`config.mk`:
```
export PLATFORM = sky130hd
export DESIGN_NAME = websocket_frame_deframer
export DESIGN_NICKNAME = d
export VERILOG_FILES = /design/src/hw/rtl/wsfd_pkg.sv /design/src/hw/rtl/websocket_frame_deframer.sv
export VERILOG_INCLUDE_DIRS = /design/src /design/src/hw/rtl
export SDC_FILE = /design/constraint.sdc
export NUM_CORES = 1
export LEC_CHECK = 0
export BUFFER_PORTS_ARGS = -buffer_cell sky130_fd_sc_hd__buf_2
export CAP_MARGIN = 10
export CORE_MARGIN = 1.5
export CORE_UTILIZATION = 40
export CTS_CLUSTER_DIAMETER = 150
export DETAILED_ROUTE_END_ITERATION = 10
export PLACE_DENSITY = 0.68
export SYNTH_ARGS = -nofsm -noshare
export SYNTH_HDL_FRONTEND = slang
export SYNTH_SLANG_ARGS = --single-unit
```
`constraint.sdc`:
```
create_clock -name clk -period 19.2 [get_ports clk]
set_clock_uncertainty 0.15 [all_clocks]
set_input_delay 0 -clock clk [delete_from_list [all_inputs] [get_ports clk]]
set_output_delay 0 -clock clk [all_outputs]
set_load 0.01 [all_outputs]
```
`src/hw/rtl/websocket_frame_deframer_macros.svh`:
```
// assertion macros for the websocket deframer
`ifndef WEBSOCKET_FRAME_DEFRAMER_MACROS_SVH
`define WEBSOCKET_FRAME_DEFRAMER_MACROS_SVH

// same-cycle implication, checked out of reset
`define WSFD_ASSERT_NOW(lbl, ante, cons, msg) \
  lbl: assert property (@(posedge clk) disable iff (!rst_n) (ante) |-> (cons)) else $error(msg);

// next-cycle implication, checked out of reset
`define WSFD_ASSERT_NEXT(lbl, ante, cons, msg) \
  lbl: assert property (@(posedge clk) disable iff (!rst_n) (ante) |=> (cons)) else $error(msg);

`endif

```
`src/hw/rtl/wsfd_pkg.sv`:
```
// types, codes and helper functions for the websocket deframer
package wsfd_pkg;

  typedef enum logic [4:0] {
    PH_HDR0    = 5'b00001,
    PH_HDR1    = 5'b00010,
    PH_EXTLEN  = 5'b00100,
    PH_PAYLOAD = 5'b01000,
    PH_ERROR   = 5'b10000
  } phase_t;

  localparam logic [1:0] KIND_HEADER  = 2'd0;
  localparam logic [1:0] KIND_PAYLOAD = 2'd1;
  localparam logic [1:0] KIND_ERROR   = 2'd2;

  localparam logic [1:0] ERR_RSV_BITS = 2'd0;
  localparam logic [1:0] ERR_MASKED   = 2'd1;
  localparam logic [1:0] ERR_OPCODE   = 2'd2;

  localparam logic [7:0] FIN_MASK    = 8'h80;
  localparam logic [7:0] RSV_MASK    = 8'h70;
  localparam logic [7:0] MASK_BIT    = 8'h80;
  localparam logic [6:0] LEN_EXT16   = 7'd126;
  localparam logic [6:0] LEN_EXT64   = 7'd127;
  localparam logic [3:0] EXT16_BYTES = 4'd2;
  localparam logic [3:0] EXT64_BYTES = 4'd8;

  localparam logic [3:0] OP_CONT   = 4'h0;
  localparam logic [3:0] OP_TEXT   = 4'h1;
  localparam logic [3:0] OP_BINARY = 4'h2;
  localparam logic [3:0] OP_CLOSE  = 4'h8;
  localparam logic [3:0] OP_PING   = 4'h9;
  localparam logic [3:0] OP_PONG   = 4'hA;

  function automatic logic opcode_ok(input logic [3:0] op);
    logic ok;
    case (op)
      OP_CONT, OP_TEXT, OP_BINARY, OP_CLOSE, OP_PING, OP_PONG: ok = 1'b1;
      default: ok = 1'b0;
    endcase
    return ok;
  endfunction

endpackage

```
`src/hw/rtl/websocket_frame_deframer.sv`:
```
// websocket receive deframer: header decode and check, length gather, payload pass-through
//
//   channel | direction | payload
//   in_     | input     | rx_byte
//   out_    | output    | item_kind, final_fragment, frame_opcode, frame_length,
//           |           | payload_byte, frame_end, error_code
//
// one word accepted per cycle while in_stall is low, result registered on acceptance
// first header and non-final ext length words give no result; the header word follows them
// rst_n clears the phase and the output valid; after an error all words are dropped
// in_stall is high only while a result is held and out_stall is high
`include "websocket_frame_deframer_macros.svh"

module websocket_frame_deframer
  import wsfd_pkg::*;
(
  input  logic        clk,
  input  logic        rst_n,
  input  logic        in_valid,
  output logic        in_stall,
  input  logic [7:0]  in_rx_byte,
  output logic        out_valid,
  input  logic        out_stall,
  output logic [1:0]  out_item_kind,
  output logic        out_final_fragment,
  output logic [3:0]  out_frame_opcode,
  output logic [63:0] out_frame_length,
  output logic [7:0]  out_payload_byte,
  output logic        out_frame_end,
  output logic [1:0]  out_error_code
);

  phase_t      phase_r, phase_nxt;
  logic [7:0]  hdr0_r, hdr0_nxt;
  logic [63:0] len_acc_r, len_acc_nxt;
  logic [3:0]  ext_left_r, ext_left_nxt;
  logic [63:0] pay_left_r, pay_left_nxt;

  logic        out_valid_r, out_valid_nxt;
  logic [1:0]  kind_r, kind_nxt;
  logic        fin_r, fin_nxt;
  logic [3:0]  opcode_r, opcode_nxt;
  logic [63:0] length_r, length_nxt;
  logic [7:0]  pbyte_r, pbyte_nxt;
  logic        fend_r, fend_nxt;
  logic [1:0]  ecode_r, ecode_nxt;

  logic        accept;
  logic        has_result;
  logic [6:0]  marker;
  logic [63:0] acc_shift;
  logic [3:0]  ext_dec;
  logic [63:0] pay_dec;

  assign in_stall = out_valid_r & out_stall;
  assign accept   = in_valid & ~in_stall;

  assign marker    = in_rx_byte[6:0];
  assign acc_shift = {len_acc_r[55:0], in_rx_byte};
  assign ext_dec   = ext_left_r - 4'd1;
  assign pay_dec   = pay_left_r - 64'd1;

  always_comb begin
    phase_nxt    = phase_r;
    hdr0_nxt     = hdr0_r;
    len_acc_nxt  = len_acc_r;
    ext_left_nxt = ext_left_r;
    pay_left_nxt = pay_left_r;
    has_result   = 1'b0;
    kind_nxt     = KIND_HEADER;
    fin_nxt      = 1'b0;
    opcode_nxt   = 4'd0;
    length_nxt   = 64'd0;
    pbyte_nxt    = 8'd0;
    fend_nxt     = 1'b0;
    ecode_nxt    = ERR_RSV_BITS;
    case (phase_r)
      PH_HDR0: begin
        hdr0_nxt  = in_rx_byte;
        phase_nxt = PH_HDR1;
      end
      PH_HDR1: begin
        if ((hdr0_r & RSV_MASK) != 8'd0) begin
          has_result = 1'b1;
          kind_nxt   = KIND_ERROR;
          ecode_nxt  = ERR_RSV_BITS;
          phase_nxt  = PH_ERROR;
        end else if ((in_rx_byte & MASK_BIT) != 8'd0) begin
          has_result = 1'b1;
          kind_nxt   = KIND_ERROR;
          ecode_nxt  = ERR_MASKED;
          phase_nxt  = PH_ERROR;
        end else if (!opcode_ok(hdr0_r[3:0])) begin
          has_result = 1'b1;
          kind_nxt   = KIND_ERROR;
          ecode_nxt  = ERR_OPCODE;
          phase_nxt  = PH_ERROR;
        end else if (marker == LEN_EXT16 || marker == LEN_EXT64) begin
          len_acc_nxt  = 64'd0;
          ext_left_nxt = (marker == LEN_EXT16) ? EXT16_BYTES : EXT64_BYTES;
          phase_nxt    = PH_EXTLEN;
        end else begin
          has_result = 1'b1;
          kind_nxt   = KIND_HEADER;
          fin_nxt    = |(hdr0_r & FIN_MASK);
          opcode_nxt = hdr0_r[3:0];
          length_nxt = {57'd0, marker};
          if (marker == 7'd0) begin
            fend_nxt  = 1'b1;
            phase_nxt = PH_HDR0;
          end else begin
            pay_left_nxt = {57'd0, marker};
            phase_nxt    = PH_PAYLOAD;
          end
        end
      end
      PH_EXTLEN: begin
        len_acc_nxt  = acc_shift;
        ext_left_nxt = ext_dec;
        if (ext_dec == 4'd0) begin
          has_result = 1'b1;
          kind_nxt   = KIND_HEADER;
          fin_nxt    = |(hdr0_r & FIN_MASK);
          opcode_nxt = hdr0_r[3:0];
          length_nxt = acc_shift;
          if (acc_shift == 64'd0) begin
            fend_nxt  = 1'b1;
            phase_nxt = PH_HDR0;
          end else begin
            pay_left_nxt = acc_shift;
            phase_nxt    = PH_PAYLOAD;
          end
        end
      end
      PH_PAYLOAD: begin
        has_result   = 1'b1;
        kind_nxt     = KIND_PAYLOAD;
        pbyte_nxt    = in_rx_byte;
        pay_left_nxt = pay_dec;
        if (pay_dec == 64'd0) begin
          fend_nxt  = 1'b1;
          phase_nxt = PH_HDR0;
        end
      end
      PH_ERROR: begin
        phase_nxt = PH_ERROR;
      end
      default: begin
        phase_nxt = PH_HDR0;
      end
    endcase
  end

  always_comb begin
    if (accept) begin
      out_valid_nxt = has_result;
    end else if (out_valid_r && !out_stall) begin
      out_valid_nxt = 1'b0;
    end else begin
      out_valid_nxt = out_valid_r;
    end
  end

  always_ff @(posedge clk) begin
    if (!rst_n) begin
      phase_r     <= PH_HDR0;
      hdr0_r      <= 8'd0;
      len_acc_r   <= 64'd0;
      ext_left_r  <= 4'd0;
      pay_left_r  <= 64'd0;
      out_valid_r <= 1'b0;
    end else begin
      out_valid_r <= out_valid_nxt;
      if (accept) begin
        phase_r    <= phase_nxt;
        hdr0_r     <= hdr0_nxt;
        len_acc_r  <= len_acc_nxt;
        ext_left_r <= ext_left_nxt;
        pay_left_r <= pay_left_nxt;
      end
    end
  end

  always_ff @(posedge clk) begin
    if (accept && has_result) begin
      kind_r   <= kind_nxt;
      fin_r    <= fin_nxt;
      opcode_r <= opcode_nxt;
      length_r <= length_nxt;
      pbyte_r  <= pbyte_nxt;
      fend_r   <= fend_nxt;
      ecode_r  <= ecode_nxt;
    end
  end

  assign out_valid          = out_valid_r;
  assign out_item_kind      = kind_r;
  assign out_final_fragment = fin_r;
  assign out_frame_opcode   = opcode_r;
  assign out_frame_length   = length_r;
  assign out_payload_byte   = pbyte_r;
  assign out_frame_end      = fend_r;
  assign out_error_code     = ecode_r;

  `WSFD_ASSERT_NEXT(a_error_sticky, phase_r == PH_ERROR, phase_r == PH_ERROR, "left error phase")
  `WSFD_ASSERT_NOW(a_error_phase, out_valid_r && kind_r == KIND_ERROR, phase_r == PH_ERROR, "error word outside error phase")
  `WSFD_ASSERT_NOW(a_end_phase, out_valid_r && kind_r == KIND_PAYLOAD && fend_r, phase_r == PH_HDR0, "last payload word without return to header phase")

endmodule
```
# Word-level counts from Yosys, hierarchy flattened

Cells that the tools add are included.

Eq/ne operators: 21
Bitwise logic cells: 4
$add $sub $neg: 2
Muxes and demuxes: 72
Reductions and logical operators: 20

Operators with widths:

| cell                  | count |
|---|---|
| $mux 64               | 8 |
| $mux 56               | 4 |
| $pmux 64 s3           | 1 |
| $logic_not 64->1      | 2 |
| $pmux 64 s2           | 1 |
| $pmux 56 s2           | 1 |
| $sub 64x1->64 const B | 1 |
| $mux 4                | 13 |
| $mux 7                | 4 |
| $mux 1                | 25 |
| $mux 5                | 5 |
| $pmux 5 s5            | 1 |
| $ne 2x2->1 const B    | 9 |
| $pmux 4 s2            | 2 |
| $eq 7x7->1 const B    | 2 |
| $eq 4x4->1 const B    | 3 |
| $reduce_and 9->1      | 1 |
| $logic_not 4->1       | 2 |
| $reduce_bool 8->1     | 1 |
| $logic_not 7->1       | 1 |
| $mux 2                | 3 |
| $pmux 1 s3            | 2 |
| $reduce_and 6->1      | 1 |
| $reduce_or 6->1       | 1 |
| 21 further kinds      | 25 |

Word-level logic and storage cells: 133
Output and inout bits: 84
Bits in registers: 220

# Logic depth before layout (Yosys ltp)

Gate-level depths: netlist (run 1).

Word-level depth: 11
Mapped depth: 13

# Worst setup path before layout (run 1)

No wires, ideal clock.

Path type: register -> register
Start: register phase_r[1]
End: register ecode_r[0] (netlist: out_error_code[0]) (enable)
Data arrival time: 5488 ps
Stages on the path, launching flop included: 8
Required time: 18499 ps
Setup time: 551 ps
Buffers on the path: 2
Path slack: 13012 ps
Period minus slack after synthesis: 6188 ps
Cell sequence: dfxtp_1 -> clkbuf_1 -> nor3_1 -> nand3b_1 -> inv_1 -> clkbuf_1 -> nor2_1 -> a21oi_1

Longest elaborated chain between the ends: 3
Elaborated cells between the ends (all ways): 5

RTL lines:

| what                               | RTL line                        | source |
|---|---|---|
| start, declared                    | websocket_frame_deframer.sv:33  | `phase_t phase_r, phase_nxt;` |
| start signal, assigned             | websocket_frame_deframer.sv:175 | `phase_r <= phase_nxt;` |
| $eq 5x4->1 (tied with other cells) | websocket_frame_deframer.sv:77  | `case (phase_r)` |
| $pmux 1 s3 (*)                     | websocket_frame_deframer.sv:77  |  |
| $logic_and 1x1->1 (*)              | websocket_frame_deframer.sv:185 | `if (accept && has_result) begin` |
| end signal, assigned               | websocket_frame_deframer.sv:192 | `ecode_r <= ecode_nxt;` |
| end, declared                      | websocket_frame_deframer.sv:46  | `logic [1:0] ecode_r, ecode_nxt;` |

Every way passes the cells marked *; elsewhere a longest branch is shown, timed or not.
A chain may end at the register's enable or synchronous reset.

# Worst setup path after layout (run 1)

Start: register pay_left_r[0]
End: register phase_r[3]

Longest elaborated chain between the ends: 4

RTL lines:

| what                       | RTL line                        | source |
|---|---|---|
| start, declared            | websocket_frame_deframer.sv:37  | `logic [63:0] pay_left_r, pay_left_nxt;` |
| start signal, assigned     | websocket_frame_deframer.sv:179 | `pay_left_r <= pay_left_nxt;` |
| $sub 64x1->64              | websocket_frame_deframer.sv:61  | `assign pay_dec = pay_left_r - 64'd1;` |
| $logic_not 64->1           | websocket_frame_deframer.sv:140 | `if (pay_dec == 64'd0) begin` |
| $ne 2x2->1 (no line)       | n/a                             |  |
| $reduce_and 3->1 (no line) | n/a                             |  |

No other way between the ends.

==> results of run 1 <==
==> timing repair <==
action,in CTS,in global routing
buffers inserted,0,0
hold endpoints to repair,71,0
hold buffers,15,0
gates resized for setup,0,0
==> layout by cell type, fill, tap and decap left out, types with 5 or more instances in the layout <==
master,count
nor2_1,76
buf_4,12
nand3_1,19
buf_2,95
clkbuf_16,23
dlygate4sd3_1,15
a32oi_1,10
inv_1,16
xnor2_1,23
edfxtp_1,82
o211ai_1,16
or4_1,8
o211a_1,16
nor4_1,45
nor3b_1,11
nor2b_1,75
mux2i_1,10
a22oi_1,69
and2_1,106
nor3_1,51
xor2_1,18
and3_1,11
dfxtp_1,138
o22ai_1,6
and4_1,5
or2_2,5
nand4_1,24
nand2_1,66
or3_1,14
a221oi_1,9
o21ai_0,69
a21oi_1,52
==> power groups by stage <==
| stage | combinational, µW | clock [µW] | sequential (µW) |
|---|---|---|---|
| floorplan | 134 | 0 | 506 |
| finish | 192 | 454 | 496 |
| global route | 206 | 478 | 497 |
| global placement | 184 | 0 | 505 |
| CTS | 187 | 459 | 496 |
| detailed placement | 184 | 0 | 506 |
==> stage by stage <==
step | setup WS (ns) | power, µW | hold WS, ns
2_1_floorplan | 13.01 | 639 | -0.0227
3_3_place_gp | 15.15 | 689 | 0.158
3_5_place_dp | 14.97 | 690 | 0.164
4_1_cts | 14.96 | 1140 | 0.0249
5_1_grt | 14.58 | 1180 | 0.0991
6_report | 14.89 | 1140 | 0.0498
==> layout make-up <==
| type | count | area (µm²) | area share |
|---|---|---|---|
| Multi-Input combinational cell | 888 | 5580 | 0.436 |
| Sequential cell | 220 | 5230 | 0.408 |
| Timing Repair Buffer | 122 | 716 | 0.0558 |
| Clock buffer | 29 | 618 | 0.0482 |
| Tap cell | 378 | 473 | 0.0369 |
| Clock inverter | 12 | 140 | 0.0109 |
| Inverter | 16 | 60.1 | 0.00469 |
==> critical path: stages (launching register included) <==
cell and delay [ns]:
dfxtp_1 0.40, inv_1 0.09, ha_1 0.30, nor3b_2 0.46
and4_1 0.64, nand2_1 0.29, o41ai_1 0.56, nand4bb_1 0.16
or4b_1 0.53, nor4_2 0.27, and4_1 0.26, a211oi_2 0.05
==> how the worst min path moves through the flow <==
stage	start	endpoint	slack, ns	depth (start not counted)
floorplan	out_stall	in_stall	-0.02	2
global placement	out_stall	in_stall	0.16	4
detailed placement	out_stall	in_stall	0.16	4
CTS	in_valid	phase_r[1]	0.02	4
global route	in_valid	phase_r[1]	0.1	4
finish	in_valid	phase_r[1]	0.05	4
==> cell usage after synthesis (all sizes together) (2+ instances only) <==
master   number  area [µm²]
dfxtp       138        2760
and2        107         669
clkbuf       86         334
edfxtp       82        2460
nor2         78         295
nor2b        75         469
a22oi        69         518
o21ai        69         345
nand2        66         248
a21oi        53         265
nor3         53         275
nor4         47         300
nand4        24         150
xnor2        23         201
nand3        19        95.1
xor2         18         158
inv          16        60.1
o211a        16         160
o211ai       16         120
or3          16         106
and3         13        82.6
nor3b        13         108
a32oi        10        87.6
buf          10        50.1
mux2i        10         100
a221oi        9        78.8
or4           9        71.3
and4          6        52.6
o22ai         6        37.5
or2           6        37.5
ha            4        50.1
nand2b        4        25.0
o21a          4        30.0
a211oi        3        27.5
a21boi        3        22.5
a221o         3        30.0
nand4b        3        26.3
nor4b         3        26.3
nor4bb        3        30.0
o2111ai       3        26.3
o31ai         3        22.5
or4b          3        33.8
and4b         2        20.0
o41ai         2        17.5
==> cell families (layout without fill, tap and decap cells) <==
| kind of cell | Yosys count | count (layout) | share of synthesized area |
|---|---|---|---|
| XOR/XNOR | 41 | 41 | 0.0320 |
| AND/OR/NAND/NOR | 555 | 555 | 0.282 |
| multiplexers | 10 | 10 | 0.00893 |
| buffers and inverters | 112 | 179 | 0.0396 |
| adder cells (fa/ha/maj) | 4 | 4 | 0.00446 |
| AO/OA/AOI/OAI | 278 | 278 | 0.167 |
| flip-flops | 220 | 220 | 0.466 |
==> sequential cells by signal, summed over array words and instances (netlist names), 4 cells and up <==
signal,flops
out_frame_length,64
pay_left_r,64
len_acc_r,56
hdr0_r,8
out_payload_byte,8
phase_r,5
ext_left_r,4
out_frame_opcode,4
==> routing by layer <==
metal	wire length, µm	global-route usage
met1	14500	0.315
met2	15100	0.359
met3	2470	0.0335
met4	1020	0.0789
met5	0	0
==> run metrics, run 1 <==
starting density of the core=0.405; R2R cell count=11; Core ar.=0.0277 mm²; CTS root buf=clkbuf_16; Crit path required time=19.41 ns; Syn Std Cell Area=0.0112 mm²; CTS H-tree lvls=1; I/O pin cnt=96; clk sinks=220; grt ovf=0; post-route ant nets=0; DRT Pass-1 Iters=5; cell area after layout=0.0128 mm²; Via-to-Cell Ratio=5.86; #FFs+latches synth=220; DRC=0; antenna cells=0; fmax=232 MHz; DR WL/cell=19.9 µm; overall routing resource usage=0.226; Final Hold Fails=0; Area Overhead vs Synth=14.3%; LEAKAGE=0.00478 µW; vias in the first global route=8,850; post-layout util=0.463; number of synthesized flops with an enable pin=82; Detail Placement HPWL=22,300 µm; register area share after synthesis=0.466; Post-Syn Instances=1,220; period utilization=0.225; Final min period=4.31 ns; ys flop type=dfxtp_1; WS Path Type=reg2reg; Post-synth ARST share=0; Final setup viols=0; Crit. Startpoint=pay_left_r[0]; placed cell area=0.0119 mm²; worst relative slew slack=0.407; r2r setup slk=14.89 ns; Critical Path AT=4.53 ns; yosys warns=0; CTS tree=done; first-pass GRT wire length=51,400 µm; worst slew pin tran=0.883 ns; sw frac=0.279; CTS buffer count=23; r2r startpoint=pay_left_r[0]; filler cell count in the final layout=2,643; type of origin of the critical path=register; PwrDens=89.1 mW/mm²; Int Pwr=823 µW; Die X=170 µm; drt initial violations=972; largest net degree at the start of global routing=95; Row Count=61; layout cells sized above 1=0.129; via count=9,749; status=finished clean; layout net count=1,287; final WL=33,100 µm; Clk Latency, worst-skew pair=0.52 ns; RSZ-0062 raised after global routing=no; sequential share of power=0.434; library cells used by synthesis=75; total negative slack=0 ns; DIE HEIGHT=170 µm; max_cap viols=0; Psw=318 µW; CP Capture Type=register; syn avg cell area=9.19 µm²; Worst-path clk slew=0.06 ns; IO buf count=95; Placed Cells=1,608; FF-to-FF End=phase_r[3]; Clk pwr share=0.398; peak fanout along the critical path=12; Final Wtd Congestion=0.960; max-slew violations=0; Hold Crit Class=in2reg; Non-Filler Instances=1,665; initial antenna violation count=0; Max Root-Sink Buffers=3; Worst VDD drop=0.0000566 V; end point of the critical path=phase_r[3]; Gate power share=0.168; Synthesized Nets=1,236; Die Area=0.0290 mm²
Power figures use the tool's default switching activity.
==> run 2, diff against run 1 <==
--- a/config.mk
+++ b/config.mk
@@ -6,13 +6,14 @@
 export SDC_FILE = /design/constraint.sdc
 export NUM_CORES = 1
 export LEC_CHECK = 0
+export ABC_AREA = 1
 export BUFFER_PORTS_ARGS = -buffer_cell sky130_fd_sc_hd__buf_2
 export CAP_MARGIN = 10
 export CORE_MARGIN = 1.5
 export CORE_UTILIZATION = 40
 export CTS_CLUSTER_DIAMETER = 150
 export DETAILED_ROUTE_END_ITERATION = 10
-export PLACE_DENSITY = 0.68
+export PLACE_DENSITY = 0.7
 export SYNTH_ARGS = -nofsm -noshare
 export SYNTH_HDL_FRONTEND = slang
 export SYNTH_SLANG_ARGS = --single-unit
==> constraint.sdc (replaced) <==
create_clock -name clk -period 3.81 [get_ports clk]
set_clock_uncertainty 0.15 [all_clocks]
set_input_delay 0 -clock clk [delete_from_list [all_inputs] [get_ports clk]]
set_output_delay 0 -clock clk [all_outputs]
set_load 0.01 [all_outputs]
==> run 2 against run 1 <==
  * Combinational power grew to 12 times the previous value
  * Utilization grew 1.0 points
  * Wire length rose by 12%
  * Largest cell class unchanged
  * Largest power group unchanged
==> run metrics, run 2 <==
status=finished clean; Syn Std Cell Area=0.0115 mm²; grt ovf=0; initial antenna violation count=1; type of origin of the critical path=register; period utilization=0.774; IO buf count=95; Worst VDD drop=0.000233 V; Synth Area in XOR/XNOR=0.00457; leading area contributor after synthesis=dfxtp_1; layout net count=1,698; worst relative slew slack=0.327; max_cap viols=0; DRT Pass-1 Iters=6; Post-synth ARST share=0; post-route ant nets=0; PwrDens=545 mW/mm²; Final min period=2.95 ns; Die X=173 µm; Psw=2660 µW; Synth Area in Adders=0.00435; RSZ-0062 raised after global routing=no; Via-to-Cell Ratio=5.39; share of the synthesized area in the top cell type=0.240; Critical Path AT=3.23 ns; sequential share of power=0.358; antenna cells=0; Die Area=0.0298 mm²; Final Hold Fails=0; number of synthesized flops with an enable pin=82; hold_ws=0.0384 ns; Final setup viols=0; Core ar.=0.0280 mm²; WS Path Type=reg2reg; Hold Path End=len_acc_r[0]; largest net degree at the start of global routing=101; commonest cells in the netlist=nor2_1, nand2_1, inv_1; via count=11,200; # resized after CTS=0; worst slew pin tran=1.01 ns; total negative slack=0 ns; Post-Syn Instances=1,601; DRC=0; first-pass GRT wire length=57,200 µm; Detail Placement HPWL=27,300 µm; DR WL/cell=17.8 µm; largest family of logic cells by synthesized area=simple AND/OR/NAND/NOR gates; Placement Setup Slack=0.943 ns; Area Overhead vs Synth=15.1%; clk sinks=220; FF-to-FF End=pay_left_r[27]; simple-gate share of the synthesized area=0.313; ys flop type=dfxtp_1; fin worst setup slack=0.862 ns; Crit path required time=4.10 ns; starting density of the core=0.411; vias in the first global route=10,100; Int Pwr=4550 µW; r2r startpoint=phase_r[2]; CP Capture Type=register; Gate power share=0.320; most frequent cells in the layout=nor2_1, nand2_1, inv_1; library cells used by synthesis=36; Hold Crit Depth=3; Final Power=7220 µW; CTS tree=done; CTS H-tree lvls=1; yosys warns=0; CTS root buf=clkbuf_16; syn avg cell area=7.18 µm²; mux share of post-synthesis cell area=0; overall routing resource usage=0.242; I/O pin cnt=96; CTS buffer count=23; drt initial violations=1,353; Synthesized Nets=1,617; Worst-path clk slew=0.07 ns; commonest non-fill, non-tap cell in the layout=nor2_1; Synth area leaders=dfxtp_1, edfxtp_1, nor2_1; post-layout util=0.473; r2r setup slk=0.86 ns; register area share after synthesis=0.454; fmax=339 MHz; #FFs+latches synth=220; final WL=37,000 µm; LEAKAGE=0.00559 µW; Hold Crit Class=in2reg; R2R cell count=11; max-slew violations=0; Final Wtd Congestion=0.989; Row Count=61; sw frac=0.369; peak fanout along the critical path=22; Hold Crit Start=rst_n; DIE HEIGHT=173 µm; top-count cell post-synth=nor2_1; layout cells sized above 1=0.123; Max Root-Sink Buffers=3; Clk pwr share=0.322; Clk Latency, worst-skew pair=0.52 ns; Compound-Gate Fraction of Synth Area=0.139
## run 2: logic make-up (layout without fill, tap and decap cells)
family                     after synthesis  in the layout
xor gates and xnor gates                 6              6
buffers and inverters                  252            349
AOI/OAI and AO/OA                      295            295
and+or+nand+nor                        824            824
DFF                                    220            220
adders and majority gates                4              4
## run 2: worst max path at each step
stage                     depth (start not counted)          start                end
after floorplan                                   8  ext_left_r[0]  out_error_code[0]
after global placement                           11     phase_r[2]     pay_left_r[27]
after detailed placement                         18  pay_left_r[0]         phase_r[1]
after CTS                                        18  pay_left_r[0]         phase_r[3]
after global routing                             20  pay_left_r[0]         phase_r[3]
final                                            11     phase_r[2]     pay_left_r[27]
## run 2: cell type report
class / count / area [µm²]
timing repair buffer: 120 / 738
clock buffer: 28 / 594
fill: 2767 / 14800
multi-input combinational: 1129 / 5330
sequential: 220 / 5230
tap: 378 / 473
clock inverter: 13 / 170
inverter: 188 / 706
## run 2: critical path, cell delays in order (launching register included)
cell and delay (ns):
dfxtp_1 0.37, inv_1 0.07, nor2_1 0.11, nand3_2 0.18, inv_1 0.42, nor3_1 0.12, nor4_1 0.35, nand2_2 0.14
inv_2 0.38, buf_4 0.26, o21ai_0 0.09, a21oi_1 0.21
## run 2: timing repair
action / 4_1_cts / 5_1_grt
setup endpoints to repair: 0 / 0
hold buffers: 10 / 0
hold endpoints to repair: 43 / 0
buffers inserted: 0 / 0
## run 2: routing by layer
layer | part of all wire | GRT usage | vias up | wire, µm
li1 | - | - | 5409 | -
met1 | 0.43 | 0.337 | 5172 | 15800
met2 | 0.45 | 0.390 | 537 | 16600
met3 | 0.095 | 0.0363 | 77 | 3510
met4 | 0.029 | 0.0720 | 0 | 1070
met5 | 0 | 0 | - | 0
## run 2: power by group through the flow
stage	clock, µW	combinational, µW	sequential [µW]
global placement	0	2230	2630
global route	2440	2530	2590
CTS	2340	2260	2580
detailed placement	0	2240	2630
finish	2320	2310	2590
floorplan	0	1580	2620
## run 2: metrics by stage
| stage | instances | area (µm²) |
|---|---|---|
| after floorplan | 1601 | 11500 |
| after global placement | 2025 | 12400 |
| after detailed placement | 2025 | 12400 |
| after CTS | 2076 | 13200 |
| after global routing | 2076 | 13200 |
| final | 2076 | 13200 |
==> run 3, diff against run 2 <==
==> constraint.sdc (replaced) <==
create_clock -name clk -period 2.6 [get_ports clk]
set_clock_uncertainty 0.15 [all_clocks]
set_input_delay 0 -clock clk [delete_from_list [all_inputs] [get_ports clk]]
set_output_delay 0 -clock clk [all_outputs]
set_load 0.01 [all_outputs]
==> run 3 against run 2 <==
  * The run now ends with negative setup slack left
  * Flip-flop and latch count is the same
  * Die area is the same
  * Critical path type unchanged
  * Clock power grew 47%
  * First-iteration DRC count shrank 1.6%
  * Via count grew 6.5%
  * Wire length grew 11%
  * Sequential power grew 46%
==> run metrics, run 3 (synthesis results as in run 2) <==
commonest non-fill, non-tap cell in the layout=nor2_1; Final min period=2.69 ns; post-layout util=0.532; Final Hold Fails=0; grt ovf=0; fin worst setup slack=-0.0854 ns; peak fanout along the critical path=5; Area Overhead vs Synth=29.5%; DIE HEIGHT=173 µm; Hold Crit Class=in2reg; clk sinks=220; Final Power=11,900 µW; drt initial violations=1,332; hold_ws=0.168 ns; Final setup viols=6; max_cap viols=0; filler cell count in the final layout=2,694; IO buf count=95; Top cell by count, worst path=nor2_4; via count=11,900; CP Capture Type=register; Worst-path clk slew=0.07 ns; largest net degree at the start of global routing=59; Via-to-Cell Ratio=5.32; initial antenna violation count=1; CTS root buf=clkbuf_16; period utilization=1.03; RSZ-0062 raised after global routing=yes; Clk Latency, worst-skew pair=0.53 ns; WS Path Type=reg2reg; layout cells sized above 1=0.249; final WL=40,900 µm; LEAKAGE=0.00647 µW; Detail Placement HPWL=30,500 µm; Core ar.=0.0280 mm²; violated checks=negative setup slack; Seq. cell area=0.00524 mm²; type of origin of the critical path=register; Row Count=61; crit-path cells=buf_6 -> nor2_4 -> nand2_2 -> nor2_4 -> nand2_4 -> nor2_4 -> buf_4 -> buf_4 -> nand3_1 -> nand2_2 -> inv_2 -> nand2_2 -> nor2_4 -> nand2_2 -> nor2_4 -> nand3_2 -> nand2_4 -> buf_4 -> a21oi_1 -> nor2_1; Die Area=0.0298 mm²; Placement Setup Slack=-0.145 ns; layout net count=1,860; placed cell area=0.0136 mm²; CP max stage cell=dfxtp_4; DRC=0; overall routing resource usage=0.265; Max Root-Sink Buffers=3; max-slew violations=0; post-route ant nets=0; CTS buffer count=24; CTS tree=done; worst relative slew slack=0.348; antenna cells=0; vias in the first global route=11,000; worst slew pin tran=0.975 ns; PwrDens=797 mW/mm²; DRT Pass-1 Iters=5; status=finished with violations; cell area after layout=0.0149 mm²; Critical Path AT=2.95 ns; Final Wtd Congestion=0.988; Crit path required time=2.87 ns; Worst VDD drop=0.000398 V; most frequent cells in the layout=nor2_1, nand2_1, inv_1; Multi-input gate area=0.00568 mm²; DR WL/cell=18.2 µm; starting density of the core=0.411; CTS H-tree lvls=1; fmax=372 MHz; I/O pin cnt=96; Die X=173 µm; first-pass GRT wire length=61,900 µm; Max stage delay on crit path=0.36 ns
[run 3: cell count changes in the layout (fill, tap and decap cells not counted), moves of 5 or more]
cell and delta:
buf_4 +151, dfxtp_1 -10, dfxtp_2 +9, inv_1 -5
nand2_1 -14, nand2_2 +10, nor2_1 -52, nor2_2 +39
nor2_4 +13, nor3_1 -5
[run 3: worst paths after layout]
kind	from	end	slack, ns	depth (start not counted)
setup reg to reg	pay_left_r[9]	phase_r[4]	-0.09	20
hold / removal	in_rx_byte[0]	len_acc_r[0]	0.17	4
hold reg to reg	phase_r[0]	phase_r[0]	0.34	2
setup / recovery	pay_left_r[9]	phase_r[4]	-0.09	20
[run 3: routing by layer]
layer | global-route usage | vias up | wire length [µm]
li1 | - | 5732 | -
met1 | 0.358 | 5540 | 17600
met2 | 0.420 | 537 | 18300
met3 | 0.0398 | 114 | 3240
met4 | 0.120 | 2 | 1720
met5 | 0 | - | 10
[run 3: final cells by class]
type / count / area share
Clock buffer: 32 / 0.0452
Clock inverter: 12 / 0.00689
Inverter: 188 / 0.0475
Multi-Input combinational cell: 1129 / 0.381
Sequential cell: 220 / 0.352
Tap cell: 378 / 0.0318
Timing Repair Buffer: 281 / 0.136
[run 3: what timing repair did]
action	CTS	global route
hold buffers	13	0
pin swaps	7	32
resized for setup	25	91
endpoints found under the setup margin	9	105
buffers inserted	3	6
hold endpoints to repair	52	0
[run 3: worst max-delay path: cells and delay by family (launching register included)]
family,cells,cell delay [ns]
AOI/OAI and AO/OA,1,0.12
buffers and inverters,5,0.58
DFF,1,0.36
and+or+nand+nor,14,1.35
[run 3: per-stage QoR]
step           cells  setup TNS, ns
2_1_floorplan   1601         -43.11
4_1_cts         2234       -0.00873
5_1_grt         2240         -0.956
6_report        2240         -0.301
3_5_place_dp    2174         -0.741
3_3_place_gp    2174         -0.967
[run 3: power by group]
group | switching (µW) | internal [µW] | total [µW]
clock network | 1490 | 1930 | 3420
logic | 2860 | 1800 | 4660
registers | 102 | 3690 | 3790
